File: config.mk
export PLATFORM = sky130hd
export DESIGN_NAME = svbc_cfg_regs
export DESIGN_NICKNAME = d
export VERILOG_FILES = /design/src/hdl/svbc_pkg.sv /design/src/hdl/svbc_cfg_regs.sv
export SDC_FILE = /design/constraint.sdc
export NUM_CORES = 1
export LEC_CHECK = 0
export BUFFER_PORTS_ARGS = -buffer_cell sky130_fd_sc_hd__buf_4
export CORE_AREA = 2 2 173 175
export CTS_CLUSTER_SIZE = 30
export DETAILED_ROUTE_END_ITERATION = 12
export DIE_AREA = 0 0 175 177
export PLACE_DENSITY_LB_ADDON = 0.08
export SYNTH_ARGS = -nofsm -noshare
export SYNTH_HDL_FRONTEND = slang
export SYNTH_SLANG_ARGS = --single-unit
File: constraint.sdc
create_clock -name clk -period 1.19 [get_ports clk]
set_clock_uncertainty 0.15 [all_clocks]
set_input_delay 0.119 -clock clk [delete_from_list [all_inputs] [get_ports clk]]
set_output_delay 0.119 -clock clk [all_outputs]
set_load 0.01 [all_outputs]
File: src/hdl/svbc_pkg.sv
// Shared types and constants for the strided view bounds checker.
// No dependencies; used by every module of the block.
package svbc_pkg;

  localparam int DATA_W = 64;
  localparam int FLAGS_W = 8;
  localparam int FLAG_PINNED_BIT = 1;
  localparam int FLAG_KNOWN_BITS = 3;

  // Request modes
  typedef enum logic [1:0] {
    MODE_VALIDATE = 2'd0,
    MODE_SLICE    = 2'd1,
    MODE_INDEX    = 2'd2,
    MODE_UNUSED   = 2'd3
  } mode_t;

  // Diagnostic codes
  typedef enum logic [2:0] {
    DIAG_NONE       = 3'd0,
    DIAG_INVALID    = 3'd1,
    DIAG_GENERATION = 3'd2,
    DIAG_LIFETIME   = 3'd3,
    DIAG_BOUNDS     = 3'd4,
    DIAG_OVERFLOW   = 3'd5
  } diag_t;

  // Configuration register indexes
  typedef enum logic [2:0] {
    REG_BASE_OFFSET   = 3'd0,
    REG_ELEMENT_COUNT = 3'd1,
    REG_STRIDE_BYTES  = 3'd2,
    REG_ELEMENT_BYTES = 3'd3,
    REG_VIEW_FLAGS    = 3'd4,
    REG_OWNER_PRESENT = 3'd5,
    REG_STORAGE_GEN   = 3'd6,
    REG_LIFETIME_SET  = 3'd7
  } cfg_reg_t;

  // View descriptor as held in the configuration registers
  typedef struct packed {
    logic [DATA_W-1:0]  base_offset;
    logic [DATA_W-1:0]  element_count;
    logic [DATA_W-1:0]  stride_bytes;
    logic [DATA_W-1:0]  element_bytes;
    logic [FLAGS_W-1:0] view_flags;
    logic               owner_present;
    logic [DATA_W-1:0]  storage_generation;
    logic               lifetime_set;
  } view_t;

endpackage

File: src/hdl/svbc_cfg_regs.sv
// Configuration register file holding the view descriptor.
// Depends on svbc_pkg for the descriptor struct and register indexes.
module svbc_cfg_regs (
  input  logic                        clk,
  input  logic                        rst_n,
  input  logic                        cfg_we,
  input  logic [2:0]                  cfg_index,
  input  logic [svbc_pkg::DATA_W-1:0] cfg_wdata,
  output svbc_pkg::view_t             view
);

  svbc_pkg::view_t view_r;
  svbc_pkg::view_t view_nxt;

  // Decode the write into the addressed register
  always_comb begin
    view_nxt = view_r;
    if (cfg_we) begin
      unique case (svbc_pkg::cfg_reg_t'(cfg_index))
        svbc_pkg::REG_BASE_OFFSET:   view_nxt.base_offset = cfg_wdata;
        svbc_pkg::REG_ELEMENT_COUNT: view_nxt.element_count = cfg_wdata;
        svbc_pkg::REG_STRIDE_BYTES:  view_nxt.stride_bytes = cfg_wdata;
        svbc_pkg::REG_ELEMENT_BYTES: view_nxt.element_bytes = cfg_wdata;
        svbc_pkg::REG_VIEW_FLAGS:    view_nxt.view_flags = cfg_wdata[svbc_pkg::FLAGS_W-1:0];
        svbc_pkg::REG_OWNER_PRESENT: view_nxt.owner_present = cfg_wdata[0];
        svbc_pkg::REG_STORAGE_GEN:   view_nxt.storage_generation = cfg_wdata;
        svbc_pkg::REG_LIFETIME_SET:  view_nxt.lifetime_set = cfg_wdata[0];
      endcase
    end
  end

  // Hold the descriptor; reset clears it
  always_ff @(posedge clk) begin
    if (!rst_n) begin
      view_r <= '0;
    end else begin
      view_r <= view_nxt;
    end
  end

  assign view = view_r;

endmodule

==> results.json <==
{
  "status": "finished, violations left",
  "violations": "hold timing, setup timing",
  "synth_edf_count": 0,
  "preCtsSetupSlack_ps": -250.3,
  "setup_violations": 337,
  "maxCapViolCount": 0,
  "dpl.hpwl_um": 25330,
  "cts.htree.levels": 2,
  "p_comb_share_pct": 9.4,
  "powerDensity_mw_per_mm2": 1253,
  "grtUsageTotal_pct": 23.48,
  "clk_latency_ps": 510,
  "fp.dieW_um": 175,
  "portBuffers": 399,
  "power.static_leakage_uw": 0.009897,
  "synth-seq-cells": 330,
  "drv_slew": 0,
  "finalCritPeriodShare_pct": 104.4,
  "dr.pass1.iters": 4,
  "yosysWarnings": 0,
  "core_area_mm2": 0.02924,
  "largest_reg_flops": 330,
  "antenna_found_initial": 1,
  "rows": 63,
  "grt_pass1_vias": 10110,
  "tightestPinTransition_ps": 385.9,
  "cp_slowest_stage_delay_ps": 360,
  "clock_path_buffers": 3,
  "synth_area_mm2": 0.01210,
  "cp_slowest_cell": "dfxtp_2",
  "hold_class": "in -> reg",
  "synth_nets": 1212,
  "async_reset_ff_share_pct": 0,
  "drive_gt1_share_pct": 52.53,
  "synth_top_area_cell": "dfxtp_1",
  "via_per_inst": 4.764,
  "final_nets": 1766,
  "holdWs_ps": -38.35,
  "synth_area_per_cell_um2": 10.60,
  "fin_util_pct": 67.77,
  "synthMostInstantiatedCell": "nand2_1",
  "crit_path_cell_trace": "buf_6",
  "place_congestion": 0.7767,
  "area_growth_pct": 63.78,
  "synth_cell_types": 12,
  "drcViolationCount": 0,
  "cp.arrival_ps": 970,
  "seq_power_share_pct": 46.4,
  "ys_seq_area_share_pct": 54.59,
  "hold_viol_final": 75,
  "cp.required_ps": 920,
  "end_kind": "output port",
  "clk_pin_slew_ps": 60,
  "yosysTopAreaCellShare_pct": 54.59,
  "cts_root_buf": "clkbuf_16",
  "netlist_instances": 1142,
  "synth_flop_cell": "dfxtp_1",
  "synthTopCellsByCount": "nand2_1 (394), dfxtp_1 (330), mux2i_1 (330), clkbuf_1 (34), buf_6 (24)",
  "n_fill_cell": 2275,
  "num_vias": 10060,
  "fmax_mhz": 804.7,
  "die_area_mm2": 0.03098,
  "grt-ovfl-total": 0,
  "die_y_um": 177,
  "power.internal_uw": 19140,
  "wl_um": 38160,
  "fin_ws_ps": -52.73,
  "timing.critical_path.buf_inv": 1,
  "cts.sinks": 330,
  "crit_type": "reg -> out",
  "max-vdd-ir-drop_v": 0.001146,
  "io_pins": 400,
  "placed_area_mm2": 0.01587,
  "rsz0062_at_grt": "true",
  "path_max_fanout": 2,
  "ant_nets": 0,
  "slew_headroom_pct": 74.28,
  "cts_buffers": 36,
  "initial_utilization_pct": 41.38,
  "synth.area.top_cells": "dfxtp_1 (55%), mux2i_1 (27%), nand2_1 (12%)",
  "fin_total_pwr_uw": 24840,
  "grt_pass1_wl_um": 57210,
  "drt_iter0_markers": 382,
  "min_period_ps": 1243,
  "p_clk_share_pct": 44.3,
  "wl_per_cell_um": 18.07,
  "p_sw_share_pct": 22.96,
  "final_area_mm2": 0.01982,
  "cp_top_family": "flip-flops",
  "netSwitchingPower_uw": 5704,
  "grt_max_degree": 33,
  "cts_tree": "built",
  "start_kind": "register"
}
## path summary, 6_finish.rpt
check                                         endpoint  cells past startpoint  slack, ps                    from
worst max register to register  view[251]$_SDFFE_PN0P_                      3        330  view[251]$_SDFFE_PN0P_
worst min-delay path            view[206]$_SDFFE_PN0P_                      4        -40                   rst_n
worst min register to register  view[307]$_SDFFE_PN0P_                      2        310  view[307]$_SDFFE_PN0P_
worst max-delay path                         view[263]                      1        -50  view[263]$_SDFFE_PN0P_
## layout by cell type (no fill, tap or decap), drive strengths merged
cell	count
nand2	394
nand4bb	3
bufinv	1
clkbuf	55
diode	1
mux2i	330
dlygate4sd3	80
buf	516
clkinvlp	1
clkinv	4
nand4	1
dfxtp	330
inv	2
nor4b	1
nand4b	3
## power groups by stage
stage,registers [µW],logic [µW],clock network (µW)
after CTS,11500,2270,11200
after global placement,11700,1910,0
after detailed placement,11700,1920,0
after floorplan,11800,784,0
after global routing,11500,2480,11700
final,11500,2330,11000
## worst reg2reg max path: stages, from the launching register on
cell,delay (ps)
dfxtp_2,330
buf_4,130
nand2_1,60
mux2i_1,70
## timing repair
action	in CTS	in global routing
gates cloned	0	0
hold buffers	76	8
setup buffers	6	37
resized for setup	660	1
endpoints found under the hold margin	329	65
setup endpoints to repair	330	358
## cells by family (layout without fill, tap and decap cells)
kind of cell / count (synthesis) / in the layout / share of synthesized area (%)
buffers and inverters: 80 / 659 / 5.149
flip-flops: 330 / 330 / 54.59
multiplexers: 330 / 330 / 27.30
other: 0 / 1 / 0
AND/OR/NAND/NOR: 402 / 402 / 12.97
## layer usage
layer | vias up | GRT usage [%] | share of wire [%]
li1 | 4878 | - | -
met1 | 4802 | 27.56 | 40
met2 | 307 | 39.64 | 48
met3 | 74 | 8.527 | 8.3
met4 | 0 | 8.229 | 3.3
met5 | - | 0 | 0
## stage by stage
stage	TNS, ps	instances
2_1_floorplan	0	1142
3_3_place_gp	-46840	1925
3_5_place_dp	-50740	1925
4_1_cts	-15300	2070
5_1_grt	-19130	2112
6_report	-9685	2112
## layout make-up
cell class                 instances  area, µm²  share of cell area, %
antenna                            1      2.502                0.01263
clock buffer                      55       1094                  5.517
clock inverter                     8      75.07                 0.3788
multi-input combinational        732       4905                  24.75
sequential                       330       7019                  35.41
tap                              390      488.0                  2.462
timing repair buffer             596       6237                  31.47
Note: power is estimated with default switching activity, not from simulation.
